File: config.mk
export PLATFORM = sky130hd
export DESIGN_NAME = base64_stream_encoder_flat
export DESIGN_NICKNAME = d
export VERILOG_FILES = /design/src/rtl/b64enc_pkg.sv /design/src/rtl/b64enc_if.sv /design/src/rtl/b64enc_front.sv /design/src/rtl/b64enc_queue.sv /design/src/rtl/b64enc_back.sv /design/src/rtl/base64_stream_encoder.sv /design/src/flat_wrapper.sv
export VERILOG_INCLUDE_DIRS = /design/src /design/src/rtl
export SDC_FILE = /design/constraint.sdc
export NUM_CORES = 1
export LEC_CHECK = 0
export ABC_AREA = 1
export BUFFER_PORTS_ARGS = -buffer_cell sky130_fd_sc_hd__buf_2
export CORE_UTILIZATION = 60
export CTS_CLUSTER_SIZE = 25
export DETAILED_ROUTE_END_ITERATION = 10
export GPL_TIMING_DRIVEN = 0
export PLACE_DENSITY = 0.79
export SETUP_SLACK_MARGIN = 0.3
export SLEW_MARGIN = 20
export SYNTH_ARGS = -nofsm -noshare
export SYNTH_HDL_FRONTEND = slang
export SYNTH_SLANG_ARGS = --single-unit
export TNS_END_PERCENT = 10
File: constraint.sdc
create_clock -name clock -period 2.39 [get_ports clock]
set_input_delay 0.239 -clock clock [delete_from_list [all_inputs] [get_ports clock]]
set_output_delay 0.239 -clock clock [all_outputs]
set_load 0.02 [all_outputs]
File: src/rtl/assert_macros.svh
// ---------------------------------------------------------------------------
// Assertion macros
// Shared concurrent assertion forms for the base64 encoder RTL.
// ---------------------------------------------------------------------------
`ifndef ASSERT_MACROS_SVH
`define ASSERT_MACROS_SVH

// same-cycle implication, disabled in reset
`define ASSERT_IMPLIES(label, clk, rst, ante, cons) \
   label: assert property (@(posedge clk) disable iff (rst) (ante) |-> (cons)) \
      else $error("assertion failed: same-cycle implication");

// next-cycle implication, disabled in reset
`define ASSERT_NEXT(label, clk, rst, ante, cons) \
   label: assert property (@(posedge clk) disable iff (rst) (ante) |=> (cons)) \
      else $error("assertion failed: next-cycle implication");

`endif

File: src/rtl/b64enc_pkg.sv
// ---------------------------------------------------------------------------
// Base64 encoder package
// Character bundle type, alphabet mapping, group phase and queue constants.
// ---------------------------------------------------------------------------
`timescale 1ns / 1ps

package b64enc_pkg;

   localparam logic [6:0] PAD_CHAR = 7'h3D;
   localparam int B64ENC_QUEUE_DEPTH = 2;

   typedef enum logic [1:0] {
      PHASE_0 = 2'd0,
      PHASE_1 = 2'd1,
      PHASE_2 = 2'd2
   } phase_type;

   // up to four characters produced by one byte
   typedef struct packed {
      logic [3:0][6:0] chars;
      logic [1:0]      last_idx;
      logic            final_flag;
   } bundle_type;

   function automatic logic [6:0] b64_symbol(input logic [5:0] v);
      logic [6:0] ch;
      if (v < 6'd26) begin
         ch = 7'(v) + 7'd65;
      end else if (v < 6'd52) begin
         ch = 7'(v - 6'd26) + 7'd97;
      end else if (v < 6'd62) begin
         ch = 7'(v - 6'd52) + 7'd48;
      end else if (v == 6'd62) begin
         ch = 7'h2B;
      end else begin
         ch = 7'h2F;
      end
      return ch;
   endfunction

endpackage

File: src/rtl/b64enc_if.sv
// ---------------------------------------------------------------------------
// Base64 encoder channels
// Valid/ready byte request channel and character response channel.
// ---------------------------------------------------------------------------
`timescale 1ns / 1ps

interface b64enc_req_if;
   logic       valid;
   logic       ready;
   logic [7:0] data_byte;
   logic       end_of_message;

   modport source (output valid, output data_byte, output end_of_message, input ready);
   modport sink   (input valid, input data_byte, input end_of_message, output ready);
endinterface

interface b64enc_rsp_if;
   logic       valid;
   logic       ready;
   logic [6:0] code_char;
   logic       final_char;

   modport source (output valid, output code_char, output final_char, input ready);
   modport sink   (input valid, input code_char, input final_char, output ready);
endinterface

File: src/rtl/b64enc_front.sv
// ---------------------------------------------------------------------------
// Base64 encoder front end
// Accepts bytes, tracks the group phase and builds each byte's characters.
// ---------------------------------------------------------------------------
`timescale 1ns / 1ps

module b64enc_front
   import b64enc_pkg::*;
(
   input  logic             clock,
   input  logic             reset,
   b64enc_req_if.sink       req_chan,
   output logic             push_valid,
   input  logic             push_ready,
   output bundle_type       push_data
);

   phase_type  phase_ff, phase_in;
   logic [3:0] carry_ff, carry_in;
   logic       take;

   assign req_chan.ready = push_ready;
   assign push_valid     = req_chan.valid;
   assign take           = req_chan.valid && push_ready;

   // next state
   always_comb begin
      phase_in = PHASE_0;
      carry_in = '0;
      unique case (phase_ff)
         PHASE_1: begin
            if (!req_chan.end_of_message) begin
               phase_in = PHASE_2;
               carry_in = req_chan.data_byte[3:0];
            end
         end
         PHASE_2: begin
            phase_in = PHASE_0;
            carry_in = '0;
         end
         default: begin
            if (!req_chan.end_of_message) begin
               phase_in = PHASE_1;
               carry_in = {2'b00, req_chan.data_byte[1:0]};
            end
         end
      endcase
   end

   // characters for the current byte
   always_comb begin
      push_data            = '0;
      push_data.final_flag = req_chan.end_of_message;
      unique case (phase_ff)
         PHASE_1: begin
            push_data.chars[0] = b64_symbol({carry_ff[1:0], req_chan.data_byte[7:4]});
            if (req_chan.end_of_message) begin
               push_data.chars[1] = b64_symbol({req_chan.data_byte[3:0], 2'b00});
               push_data.chars[2] = PAD_CHAR;
               push_data.last_idx = 2'd2;
            end
         end
         PHASE_2: begin
            push_data.chars[0] = b64_symbol({carry_ff, req_chan.data_byte[7:6]});
            push_data.chars[1] = b64_symbol(req_chan.data_byte[5:0]);
            push_data.last_idx = 2'd1;
         end
         default: begin
            push_data.chars[0] = b64_symbol(req_chan.data_byte[7:2]);
            if (req_chan.end_of_message) begin
               push_data.chars[1] = b64_symbol({req_chan.data_byte[1:0], 4'b0000});
               push_data.chars[2] = PAD_CHAR;
               push_data.chars[3] = PAD_CHAR;
               push_data.last_idx = 2'd3;
            end
         end
      endcase
   end

   always_ff @(posedge clock) begin
      if (reset) begin
         phase_ff <= PHASE_0;
         carry_ff <= '0;
      end else if (take) begin
         phase_ff <= phase_in;
         carry_ff <= carry_in;
      end
   end

endmodule

File: src/rtl/b64enc_queue.sv
// ---------------------------------------------------------------------------
// Base64 encoder bundle queue
// Small circular queue of character bundles between front and back ends.
// ---------------------------------------------------------------------------
`timescale 1ns / 1ps

module b64enc_queue
   import b64enc_pkg::*;
#(
   parameter int DEPTH = B64ENC_QUEUE_DEPTH   // two or more
)
(
   input  logic       clock,
   input  logic       reset,
   input  logic       push_valid,
   output logic       push_ready,
   input  bundle_type push_data,
   output logic       pop_valid,
   input  logic       pop_ready,
   output bundle_type pop_data
);

   localparam int PTR_W = $clog2(DEPTH);
   localparam int CNT_W = $clog2(DEPTH + 1);

   bundle_type       storage_ff [DEPTH];
   logic [PTR_W-1:0] wr_ptr_ff, wr_ptr_in;
   logic [PTR_W-1:0] rd_ptr_ff, rd_ptr_in;
   logic [CNT_W-1:0] count_ff, count_in;
   logic             push, pop;

   assign push_ready = (count_ff != CNT_W'(DEPTH));
   assign pop_valid  = (count_ff != '0);
   assign push       = push_valid && push_ready;
   assign pop        = pop_valid && pop_ready;
   assign pop_data   = storage_ff[rd_ptr_ff];

   always_comb begin
      wr_ptr_in = wr_ptr_ff;
      rd_ptr_in = rd_ptr_ff;
      if (push) begin
         wr_ptr_in = (wr_ptr_ff == PTR_W'(DEPTH - 1)) ? '0 : wr_ptr_ff + 1'b1;
      end
      if (pop) begin
         rd_ptr_in = (rd_ptr_ff == PTR_W'(DEPTH - 1)) ? '0 : rd_ptr_ff + 1'b1;
      end
      count_in = count_ff + CNT_W'(push) - CNT_W'(pop);
   end

   always_ff @(posedge clock) begin
      if (reset) begin
         wr_ptr_ff <= '0;
         rd_ptr_ff <= '0;
         count_ff  <= '0;
      end else begin
         wr_ptr_ff <= wr_ptr_in;
         rd_ptr_ff <= rd_ptr_in;
         count_ff  <= count_in;
      end
   end

   always_ff @(posedge clock) begin
      if (push) begin
         storage_ff[wr_ptr_ff] <= push_data;
      end
   end

endmodule

File: src/rtl/b64enc_back.sv
// ---------------------------------------------------------------------------
// Base64 encoder back end
// Holds one bundle and hands its characters out one transfer at a time.
// ---------------------------------------------------------------------------
`timescale 1ns / 1ps

module b64enc_back
   import b64enc_pkg::*;
(
   input  logic        clock,
   input  logic        reset,
   input  logic        pop_valid,
   output logic        pop_ready,
   input  bundle_type  pop_data,
   b64enc_rsp_if.source rsp_chan
);

   bundle_type bundle_ff;
   logic       busy_ff, busy_in;
   logic [1:0] idx_ff, idx_in;
   logic       at_last, sent, load;

   assign at_last   = (idx_ff == bundle_ff.last_idx);
   assign sent      = busy_ff && rsp_chan.ready;
   // take the next bundle as soon as the held one has gone
   assign pop_ready = !busy_ff || (sent && at_last);
   assign load      = pop_valid && pop_ready;

   assign rsp_chan.valid      = busy_ff;
   assign rsp_chan.code_char  = bundle_ff.chars[idx_ff];
   assign rsp_chan.final_char = bundle_ff.final_flag && at_last;

   always_comb begin
      busy_in = busy_ff;
      idx_in  = idx_ff;
      if (load) begin
         busy_in = 1'b1;
         idx_in  = '0;
      end else if (sent) begin
         if (at_last) begin
            busy_in = 1'b0;
            idx_in  = '0;
         end else begin
            idx_in = idx_ff + 2'd1;
         end
      end
   end

   always_ff @(posedge clock) begin
      if (reset) begin
         busy_ff <= 1'b0;
         idx_ff  <= '0;
      end else begin
         busy_ff <= busy_in;
         idx_ff  <= idx_in;
      end
   end

   always_ff @(posedge clock) begin
      if (load) begin
         bundle_ff <= pop_data;
      end
   end

endmodule

File: src/rtl/base64_stream_encoder.sv
// ---------------------------------------------------------------------------
// Base64 stream encoder
// Byte stream in, standard base64 characters with '=' padding out.
// ---------------------------------------------------------------------------
//  channel    dir  payload                       transfer
//  req_chan   in   data_byte[7:0], end_of_message valid && ready
//  rsp_chan   out  code_char[6:0], final_char     valid && ready
//
//  A byte is taken in any cycle the bundle queue has room; it yields 1 to 4
//  characters, sent one per cycle while the receiver is ready, so the response
//  channel sets the pace. The first character of a byte can transfer once the
//  byte has passed the queue storage and the back end's bundle register.
//  Synchronous reset clears the group phase, the queue and the back end.
//  Either side may stall; the queue decouples them.
// ---------------------------------------------------------------------------
`timescale 1ns / 1ps
`include "assert_macros.svh"

module base64_stream_encoder
   import b64enc_pkg::*;
#(
   parameter int QUEUE_DEPTH = B64ENC_QUEUE_DEPTH
)
(
   input  logic         clock,
   input  logic         reset,
   b64enc_req_if.sink   req_chan,
   b64enc_rsp_if.source rsp_chan
);

   logic       push_valid, push_ready;
   bundle_type push_data;
   logic       q_valid, q_ready;
   bundle_type q_data;

   b64enc_front u_front (
      .clock      (clock),
      .reset      (reset),
      .req_chan   (req_chan),
      .push_valid (push_valid),
      .push_ready (push_ready),
      .push_data  (push_data)
   );

   b64enc_queue #(
      .DEPTH (QUEUE_DEPTH)
   ) u_queue (
      .clock      (clock),
      .reset      (reset),
      .push_valid (push_valid),
      .push_ready (push_ready),
      .push_data  (push_data),
      .pop_valid  (q_valid),
      .pop_ready  (q_ready),
      .pop_data   (q_data)
   );

   b64enc_back u_back (
      .clock     (clock),
      .reset     (reset),
      .pop_valid (q_valid),
      .pop_ready (q_ready),
      .pop_data  (q_data),
      .rsp_chan  (rsp_chan)
   );

   `ASSERT_IMPLIES(a_idle_accepts, clock, reset, !q_valid && !rsp_chan.valid, req_chan.ready)
   `ASSERT_IMPLIES(a_full_not_empty, clock, reset, !req_chan.ready, q_valid)
   `ASSERT_NEXT(a_pop_drives_rsp, clock, reset, q_valid && q_ready, rsp_chan.valid)

endmodule

File: src/flat_wrapper.sv
// flat-port wrapper written by rule: the top's interface ports become plain ports
module base64_stream_encoder_flat import b64enc_pkg::*;
#(
   parameter int QUEUE_DEPTH = B64ENC_QUEUE_DEPTH
)
  (clock, reset, req_chan_valid, req_chan_data_byte, req_chan_end_of_message, req_chan_ready, rsp_chan_valid, rsp_chan_code_char, rsp_chan_final_char, rsp_chan_ready);
  b64enc_req_if req_chan_i ();
  b64enc_rsp_if rsp_chan_i ();
  input  logic clock;
  input  logic reset;
  input wire logic [$bits(req_chan_i.valid)-1:0] req_chan_valid;
  input wire logic [$bits(req_chan_i.data_byte)-1:0] req_chan_data_byte;
  input wire logic [$bits(req_chan_i.end_of_message)-1:0] req_chan_end_of_message;
  output wire logic [$bits(req_chan_i.ready)-1:0] req_chan_ready;
  output wire logic [$bits(rsp_chan_i.valid)-1:0] rsp_chan_valid;
  output wire logic [$bits(rsp_chan_i.code_char)-1:0] rsp_chan_code_char;
  output wire logic [$bits(rsp_chan_i.final_char)-1:0] rsp_chan_final_char;
  input wire logic [$bits(rsp_chan_i.ready)-1:0] rsp_chan_ready;
  assign req_chan_i.valid = req_chan_valid;
  assign req_chan_i.data_byte = req_chan_data_byte;
  assign req_chan_i.end_of_message = req_chan_end_of_message;
  assign req_chan_ready = req_chan_i.ready;
  assign rsp_chan_valid = rsp_chan_i.valid;
  assign rsp_chan_code_char = rsp_chan_i.code_char;
  assign rsp_chan_final_char = rsp_chan_i.final_char;
  assign rsp_chan_i.ready = rsp_chan_ready;
  base64_stream_encoder #(.QUEUE_DEPTH(QUEUE_DEPTH)) u_core (.clock(clock), .reset(reset), .req_chan(req_chan_i), .rsp_chan(rsp_chan_i));
endmodule
; ---- After elaboration in Yosys (flattened, before gate mapping)
; Memory sizes are Yosys's and may differ from the RTL's. A register that Yosys moved wholly into a read port is not among the register bits.
; Cells that the tools add are included.
[op_classes]
addsub = 35
order_cmp = 19
eq_ne = 8
muxes = 45
n_reduce_logical = 13
[ops]
columns = operator, n
row1 = $mux W7, 20
row2 = $lt A6 B6 Y1 const B, 12
row3 = $add A6 B7 Y7 const B, 6
row4 = $add A7 B6 Y7 const B, 6
row5 = $add A7 B7 Y7 const B, 6
row6 = $sub A6 B5 Y7 const B, 6
row7 = $sub A6 B6 Y7 const B, 6
row8 = $lt A6 B5 Y1 const B, 6
row9 = $pmux W16 S2, 1
row10 = $eq A6 B6 Y1 const B, 4
row11 = $mux W20, 1
row12 = $bmux W7 S2, 1
row13 = $pmux W7 S2, 1
row14 = $mux W13, 1
row15 = $mux W3, 4
row16 = $mux W2, 5
row17 = $mux W1, 8
row18 = $pmux W4 S2, 1
row19 = $reduce_bool A2 Y1, 3
row20 = $logic_and A1 B1 Y1, 5
row21 = $mux W4, 1
row22 = $pmux W2 S2, 1
row23 = $reduce_or A2 Y1, 2
row24 = $lt A2 B3 Y1 const B, 1
row25 = other kinds (11), 12
[word_totals]
ff_bits = 13
ramBits = 62
input_bits = 13
out_inout_bits = 10
word_cells = 128
mem_count = 1
[mem_list]
columns = name, words, word_bits, read_ports, rd_ports_with_merged_regs, write_ports, line
row1 = u_core.u_queue.storage_ff, 2, 31, 1, 1, 1, b64enc_queue.sv:26  ; bundle_type storage_ff [DEPTH];

; ---- Logic depth before layout (Yosys ltp)
; Gate-level depths: netlist of the first run.
[logic_depth]
word_depth = 7
ltp_mapped = 15
depth_no_buf = 14

; ---- By module
; Synthesis of the first run repeated with hierarchy kept, for this count alone.
[unflattened]
hier_cells = 656
hier_area_um2 = 6194.7
[modules_own_cells]
columns = module, instances, cells_each, area_per_inst_um2, seq_area_each_um2
row1 = b64enc_queue, 1, 132, 2499.9, 1961.9
row2 = b64enc_front, 1, 418, 2314.7, 120.1
row3 = b64enc_back, 1, 106, 1380.1, 991.0

; ---- Worst setup path after synthesis of the first run
; No wires, ideal clock.
[synth_path]
kind = register to register
from = register u_core.u_queue.count_ff[0]
to = memory u_core.u_queue.storage_ff[0][0] (netlist bit), enable pin
setup_ns = 0.392
t_arrival_ns = 1.645
required_time_ns = 1.998
path_slack_ns = 0.352
path_stages_with_launch = 6
n_path_buf = 1
period_less_slack_ns = 2.038
path_cell_list = dfxtp_1 inv_1 nand2_1 nand2_1 buf_2 nor2_1
[synth_between]
elab_chain_len = 4
[synth_lines]
columns = item, line
row1 = from (decl), b64enc_queue.sv:29  ; logic [CNT_W-1:0] count_ff, count_in;
row2 = from (signal assigned), b64enc_queue.sv:58  ; count_ff <= count_in;
row3 = $ne A2 B2 Y1, b64enc_queue.sv:32  ; assign push_ready = (count_ff != CNT_W'(DEPTH));
row4 = via req_chan_ready, flat_wrapper.sv:14  ; output wire logic [$bits(req_chan_i.ready)-1:0] req_chan_ready;
row5 = $logic_and A1 B1 Y1, b64enc_queue.sv:34  ; assign push = push_valid && push_ready;
row6 = $mux W1, b64enc_queue.sv:63  ; if (push) begin
row7 = $mux W1 (not written as such), b64enc_queue.sv:64  ; storage_ff[wr_ptr_ff] <= push_data;
row8 = to (decl), b64enc_queue.sv:26
; The timed path passes the listed nets, and every way through them passes these cells.

==> qor.txt, run 1 <==
WL final: 10.9 mm
Overall global routing resource usage: 29.0%
Minimum clock period: 2.01 ns
Startpoint types: flip-flop
Post-synthesis instance total: 600
Largest net degree at the start of global routing: 13
Number of nets with antenna violations after routing: 0
Peak supply drop: 0.360 mV
Total power: 4.34 mW
Root buffer cell: clkbuf_8
Critical path class: reg -> reg
Via count: 4099
Fmax: 0.498 GHz
Nets: 679
Remaining global-route overflow: 0
Status: complete, no violations
Vias in the first global route: 3593
Post-synth net total: 639
Core ar.: 0.00729 mm^2
RSZ-0062 raised after global routing: true
Fin crit share: 83.9%
Vias per cell: 5.51
Placed cell area: 0.00481 mm^2
Post-synth top area share: 35.6%
Yosys cell types: 39
Post-synth EDFFs: 54
Wire length of the first global-routing pass: 17.2 mm
First-pass iteration count of the detailed router: 5
Worst-path clk slew: 0.07 ns
Routed len/inst: 14.6 um
Clk sinks: 67
Layout cells sized above 1: 16.1%
Layout area overhead: 12.7%
Die ar.: 0.00795 mm^2
I/O pin total: 23
Dpl hpwl: 8.17 mm
Async set or reset register ratio after synthesis: 0%
Main flop type after synthesis: edfxtp_1
Avg Cell Area, Syn: 7.59 um^2
# rows: 31
Worst-Margin Slew: 0.601 ns
Clock Latency Late Sink: 0.33 ns
DR iter-0 viols: 411
Max Cap Viol: 0
Die Height: 89.1 um
Most area-hungry cell type in the Yosys netlist: edfxtp_1
H-Tree Depth: 3
Num CTS Buffers: 9
Post-Syn Area: 0.00456 mm^2
Count leader, synth: nand2_1
Ant. Diodes: 0
Rel. slew slack: 59.9%
Die X: 89.1 um
#FFs+latches synth: 67
Required time of the critical path: 2.61 ns
Clock Skew: 0.0104 ns
Crit-path max FO: 10
Post-route cell area: 0.00513 mm^2
Drt drc: 0
Routability Congestion: 0.966
Seq/Total Area, Yosys: 41.3%
Setup Viol. Count Final: 0
P_leak: 2.32 nW
Post-route setup slack: 0.384 ns
Final hold slack: 0.201 ns
CP endpoint kind: flip-flop
Power per cell area: 845 mW/mm^2
Setup_tns: 0 ns
Synth cell count leaders: 192 x nand2_1, 54 x edfxtp_1, 51 x nand3_1
Warnings, synthesis: 0
Clock tree buffer depth: 2
Dpl ws: 0.0931 ns
Initial Util: 62.5%
Max-slew violations: 0
Port buffer count: 21
Crit path DAT: 2.23 ns
Initial antenna violation count: 0
Top post-synthesis cells by area: edfxtp_1 36%, nand2_1 16%, ha_1 7.1%
CTS tree: yes
Hold WC Path Type: in -> reg
CTS Hold Bufs: 0
Hold Vio Cnt, Final: 0
==> flip-flops by register name, indices dropped and copies added (netlist names) <==
signal and count:
u_core.u_back.bundle_ff 18, u_core.u_back.idx_ff 2, u_core.u_back.rsp_chan.valid 1, u_core.u_front.carry_ff 4, u_core.u_front.phase_ff 2, u_core.u_queue.count_ff 2
u_core.u_queue.rd_ptr_ff 1, u_core.u_queue.storage_ff 36, u_core.u_queue.wr_ptr_ff 1
==> power breakdown <==
group          internal [mW]  leakage [nW]  switching (mW)
sequential              1.70         0.620           0.122
clock                  0.437        0.0875           0.408
combinational          0.566          1.61            1.11
==> area by class of cell <==
type,instances,area (um^2)
plain buffers,22,141
clock buffers,12,156
clock inverters,4,25.0
fillers,598,2160
inverters,62,249
multi-input cells,449,2380
flip-flops and latches,67,1890
well taps,99,124
repair buffers,28,165
repair inverters,1,6.26
==> critical path, cell delays in order (launching register included) <==
cell      delay, ns
edfxtp_1       0.44
xnor2_2        0.17
and2_4         0.16
nand2_2        0.09
nand2_4        0.06
nand2_4        0.09
inv_8          0.06
ha_4           0.26
inv_2          0.03
ha_2           0.16
xor2_1         0.20
buf_4          0.14
a21oi_2        0.04
==> path summary, 6_finish.rpt <==
| path | end | cells after the start | from | slack [ns] |
|---|---|---|---|---|
| max | u_core.u_queue.count_ff[1] | 12 | u_core.u_back.bundle_ff[22] | 0.38 |
| min | u_core.u_queue.storage_ff[0][0] | 1 | req_chan_end_of_message | 0.20 |
| max reg2reg | u_core.u_queue.count_ff[1] | 12 | u_core.u_back.bundle_ff[22] | 0.38 |
| min reg2reg | u_core.u_front.phase_ff[0] | 2 | u_core.u_front.phase_ff[0] | 0.50 |
==> what timing repair did <==
item | in CTS | in global routing
setup buffers | 1 | 4
endpoints found under the setup margin | 8 | 21
cloned | 1 | 0
pin swaps | 1 | 6
resized for setup | 4 | 24
==> metrics by stage <==
step	util, %	cells
floorplan	-	600
global placement	65.6	720
detailed placement	66.0	722
CTS	68.8	740
global route	70.4	744
finish	70.4	744
==> layout by cell type, fill, tap and decap left out, types with 3 or more instances in the layout <==
| cell | instances |
|---|---|
| nand2_1 | 190 |
| edfxtp_1 | 54 |
| nand3_1 | 51 |
| inv_1 | 44 |
| o21ai_0 | 40 |
| nor2_1 | 40 |
| a21oi_1 | 31 |
| buf_2 | 29 |
| ha_1 | 23 |
| inv_2 | 12 |
| xor2_1 | 12 |
| buf_4 | 11 |
| dfxtp_1 | 11 |
| clkbuf_8 | 9 |
| o21ai_1 | 8 |
| clkbuf_1 | 7 |
| nand2_2 | 5 |
| o211ai_1 | 5 |
| buf_6 | 4 |
| nor3_1 | 4 |
| clkinvlp_4 | 4 |
| o22ai_1 | 4 |
| nand4_1 | 4 |
| xnor2_1 | 3 |
| clkinv_2 | 3 |
| nor2_2 | 3 |
==> cell families (layout without fill, tap and decap cells) <==
family	after synthesis	count (layout)	synth area share, %
AOI/OAI and AO/OA	98	98	11.7
buffers and inverters	84	129	8.02
adders and majority gates	26	26	7.14
DFF	67	67	41.3
xor gates and xnor gates	16	16	3.08
and+or+nand+nor	309	309	28.8
==> routing by layer <==
metal | global-route usage, % | share of wire (%) | up-vias
met5 | 0 | 0 | -
met4 | 11.0 | 1.3 | 0
met3 | 4.34 | 4.7 | 10
met2 | 50.2 | 51 | 137
met1 | 36.9 | 43 | 1885
li1 | - | - | 2067
Power figures use the tool's default switching activity.
==> run 2: changes to the inputs <==
--- a/config.mk
+++ b/config.mk
@@ -6,7 +6,7 @@
 export SDC_FILE = /design/constraint.sdc
 export NUM_CORES = 1
 export LEC_CHECK = 0
-export ABC_AREA = 1
+export ABC_AREA = 0
 export BUFFER_PORTS_ARGS = -buffer_cell sky130_fd_sc_hd__buf_2
 export CORE_UTILIZATION = 60
 export CTS_CLUSTER_SIZE = 25
==> constraint.sdc (replaced) <==
create_clock -name clock -period 1.85 [get_ports clock]
set_input_delay 0.185 -clock clock [delete_from_list [all_inputs] [get_ports clock]]
set_output_delay 0.185 -clock clock [all_outputs]
set_load 0.02 [all_outputs]
==> run 2 against run 1 <==
The run now ends with negative setup slack left; sequential share of layout area shrank 4.7 points; worst hold slack worse by 0.12 ns; area after synthesis decreased by 0.44%; via count rose by 1.5%; routed wire length up 18%; critical path depth is 5 lower; power grew 23%; global-route usage is 5.2 points higher; core utilization is 11 points higher; clock skew decreased by 0.0021 ns; combinational power up 9.6%; largest cell class unchanged; largest power group unchanged.
==> qor.txt, run 2 <==
Post-synth top area share: 35.8% (was 35.6%)
Fin crit share: 117% (was 83.9%)
Worst hold stages: 2 (was 1)
Flop-to-flop setup slack: -0.31 ns (was 0.38 ns)
Power per cell area: 904 mW/mm^2 (was 845 mW/mm^2)
Hold path endpoint: u_core.u_back.idx_ff[0] (was u_core.u_queue.storage_ff[0][0])
Setup_tns: -3.13 ns (was 0 ns)
Critical Path Slowest Stage Cell: dfxtp_4 (was edfxtp_1)
FF-to-FF path depth: 7 (was 12)
Required time of the critical path: 1.92 ns (was 2.61 ns)
Num CTS Buffers: 9 (unchanged)
Post-Syn Area: 0.00454 mm^2 (was 0.00456 mm^2)
Number of nets with antenna violations after routing: 0 (unchanged)
Max-slew violations: 0 (unchanged)
Count leader, synth: edfxtp_1 (was nand2_1)
Clk sinks: 67 (unchanged)
CP endpoint kind: flip-flop (unchanged)
Startpoint types: flip-flop (unchanged)
Most area-hungry cell type in the Yosys netlist: edfxtp_1 (unchanged)
Vias per cell: 6.59 (was 5.51)
Clock tree buffer depth: 2 (unchanged)
FF-to-FF End: u_core.u_queue.storage_ff[1][7] (was u_core.u_queue.count_ff[1])
Commonest non-fill, non-tap cell in the layout: edfxtp_1 (was nand2_1)
Max Cap Viol: 0 (unchanged)
Total power: 5.34 mW (was 4.34 mW)
Post-synthesis instance total: 460 (was 600)
Crit-path max FO: 3 (was 10)
Final Instance Count excl. Fillers: 632 (was 744)
Reg2Reg Launch Point: u_core.u_front.carry_ff[0] (was u_core.u_back.bundle_ff[22])
Via count: 4162 (was 4099)
Wire length of the first global-routing pass: 19.9 mm (was 17.2 mm)
Routed len/inst: 20.3 um (was 14.6 um)
Die ar.: 0.00791 mm^2 (was 0.00795 mm^2)
Async set or reset register ratio after synthesis: 0% (unchanged)
Peak supply drop: 0.457 mV (was 0.360 mV)
Top reg by flops: u_core.u_queue.storage_ff (unchanged)
P_leak: 2.15 nW (was 2.32 nW)
Layout cells sized above 1: 37.3% (was 16.1%)
Critical path class: reg -> reg (unchanged)
Yosys cell types: 63 (was 39)
Die Height: 88.9 um (was 89.1 um)
Overall global routing resource usage: 34.2% (was 29.0%)
Minimum clock period: 2.16 ns (was 2.01 ns)
H-Tree Depth: 3 (unchanged)
Number of cells after detailed placement: 583 (was 722)
Synth cell count leaders: 54 x edfxtp_1, 35 x o21ai_0, 33 x nor2_1 (was 192 x nand2_1, 54 x edfxtp_1, 51 x nand3_1)
RSZ-0062 raised after global routing: true (unchanged)
Worst hold start: reset (was req_chan_end_of_message)
Top post-synthesis cells by area: edfxtp_1 36%, ha_1 7.2%, dfxtp_1 5.7% (was edfxtp_1 36%, nand2_1 16%, ha_1 7.1%)
Dpl ws: -0.827 ns (was 0.0931 ns)
Worst-Margin Slew: 0.675 ns (was 0.601 ns)
Routability Congestion: 0.929 (was 0.966)
Crit path cell chain: clkinvlp_4, ha_4, nor2b_4, or3_4, a211oi_4, o22ai_1, a311o_1 (was xnor2_2, and2_4, nand2_2, nand2_4, nand2_4, inv_8, ha_4, inv_2, ha_2, xor2_1, buf_4, a21oi_2)
Post-synth net total: 499 (was 639)
Remaining global-route overflow: 0 (unchanged)
Ant. Diodes: 0 (unchanged)
Avg Cell Area, Syn: 9.86 um^2 (was 7.59 um^2)
Port buffer count: 22 (was 21)
Vias in the first global route: 3786 (was 3593)
Commonest cells after routing, fill and taps aside: 54 x edfxtp_1, 36 x buf_4, 27 x nor2_1, 26 x o21ai_0, 25 x nand2_1 (was 190 x nand2_1, 54 x edfxtp_1, 51 x nand3_1, 44 x inv_1)
Max FFs per register: 36 (unchanged)
#FFs+latches synth: 67 (unchanged)
Crit path DAT: 2.23 ns (about the same)
Hold WC Path Type: in -> reg (unchanged)
First-pass iteration count of the detailed router: 5 (unchanged)
Largest net degree at the start of global routing: 16 (was 13)
Fmax: 0.464 GHz (was 0.498 GHz)
# rows: 31 (unchanged)
Rel. slew slack: 54.7% (was 59.9%)
Drt drc: 0 (unchanged)
Failing checks: negative setup slack
Initial Util: 62.2% (was 62.5%)
DR iter-0 viols: 409 (was 411)
CP max stage delay: 0.38 ns (was 0.44 ns)
Warnings, synthesis: 0 (unchanged)
Worst-path clk slew: 0.07 ns (about the same)
Core ar.: 0.00729 mm^2 (unchanged)
Status: finished with violations (was complete, no violations)
Nets: 567 (was 679)
Setup Viol. Count Final: 15 (was 0)
CTS Hold Bufs: 0 (unchanged)
Post-route setup slack: -0.307 ns (was 0.384 ns)
WL final: 12.8 mm (was 10.9 mm)
I/O pin total: 23 (unchanged)
Clock Skew: 0.00838 ns (was 0.0104 ns)
Initial antenna violation count: 0 (unchanged)
Post-synth EDFFs: 54 (unchanged)
Hold Vio Cnt, Final: 0 (unchanged)
CTS tree: yes (unchanged)
Seq/Total Area, Yosys: 41.5% (was 41.3%)
Main flop type after synthesis: edfxtp_1 (unchanged)
Clock Latency Late Sink: 0.34 ns (was 0.33 ns)
Biggest regs: u_core.u_queue.storage_ff: 36 flops, u_core.u_back.bundle_ff: 18 flops, u_core.u_front.carry_ff: 4 flops (unchanged)
Root buffer cell: clkbuf_8 (unchanged)
Dpl hpwl: 8.29 mm (was 8.17 mm)
Layout area overhead: 30.2% (was 12.7%)
Die X: 88.9 um (was 89.1 um)
## run 2: cell types whose count changed in the layout (fill, tap and decap cells not counted), moves of 11 or more
| cell | change |
|---|---|
| a21oi_1 | -14 |
| buf_2 | -14 |
| buf_4 | +25 |
| inv_1 | -30 |
| inv_2 | -12 |
| mux2_2 | +18 |
| nand2_1 | -165 |
| nand3_1 | -36 |
| nor2_1 | -13 |
| nor3_1 | +11 |
| o21ai_0 | -14 |
## run 2: worst max-delay path by stage
stage                                startpoint                               to  slack [ns]  depth (start not counted)
floorplan           u_core.u_back.bundle_ff[22]       u_core.u_queue.count_ff[1]       -0.32                          9
global placement          req_chan_data_byte[4]  u_core.u_queue.storage_ff[0][5]       -0.83                         10
detailed placement        req_chan_data_byte[4]  u_core.u_queue.storage_ff[1][5]       -0.83                         10
CTS                  u_core.u_front.carry_ff[0]  u_core.u_queue.storage_ff[1][7]       -0.25                          7
global route         u_core.u_front.carry_ff[0]  u_core.u_queue.storage_ff[1][7]       -0.30                          7
finish               u_core.u_front.carry_ff[0]  u_core.u_queue.storage_ff[1][7]       -0.31                          7
## run 2: cell type report
cell class,count,area [um^2]
Clock inverter,7,92.6
Inverter,20,97.6
Tap cell,99,124
Multi-Input combinational cell,346,2850
Fill cell,451,1390
Sequential cell,67,1890
Timing Repair Buffer,56,438
Clock buffer,9,124
Buffer,28,285
## run 2: what timing repair did
action                                  in CTS  in global routing
setup buffers                               29                  3
endpoints found under the setup margin     104                 88
resized for setup                          119                 43
gates cloned                                 1                  0
pin swaps                                   28                 26
## run 2: cells by family after synthesis
group	synth area share (%)
AOI/OAI and AO/OA	20.6
xor gates and xnor gates	2.90
adders and majority gates	7.17
buffers and inverters	5.85
DFF	41.5
muxes	6.73
and+or+nand+nor	15.3
## run 2: critical path: cells and delay by family, from the launching register on
| kind | cells | cell delay [ns] |
|---|---|---|
| buf+inv | 1 | 0.11 |
| compound gates | 3 | 0.76 |
| fa+ha+maj | 1 | 0.17 |
| flops | 1 | 0.38 |
| simple gates | 2 | 0.46 |
## run 2: power by group
part / leakage [nW] / internal [mW] / total [mW] / switching, mW
registers: 0.618 / 2.05 / 2.20 / 0.148
clock network: 0.103 / 0.753 / 1.31 / 0.555
logic: 1.43 / 0.798 / 1.83 / 1.03
## run 2: through the flow
| step | util (%) | hold WS [ns] | instance area, um^2 |
|---|---|---|---|
| detailed placement | 66.0 | 0.413 | 4810 |
| CTS | 78.2 | 0.0516 | 5710 |
| global route | 81.0 | 0.0555 | 5900 |
| finish | 81.0 | 0.0786 | 5900 |
| floorplan | - | 0.257 | 4550 |
| global placement | 65.6 | 0.406 | 4780 |
## run 2: routing by layer
layer	global-route usage [%]	routed length (um)	up-vias
met3	5.82	936	43
met2	57.0	6300	243
li1	-	-	1887
met5	0	0	-
met4	14.6	449	0
met1	44.4	5150	1989
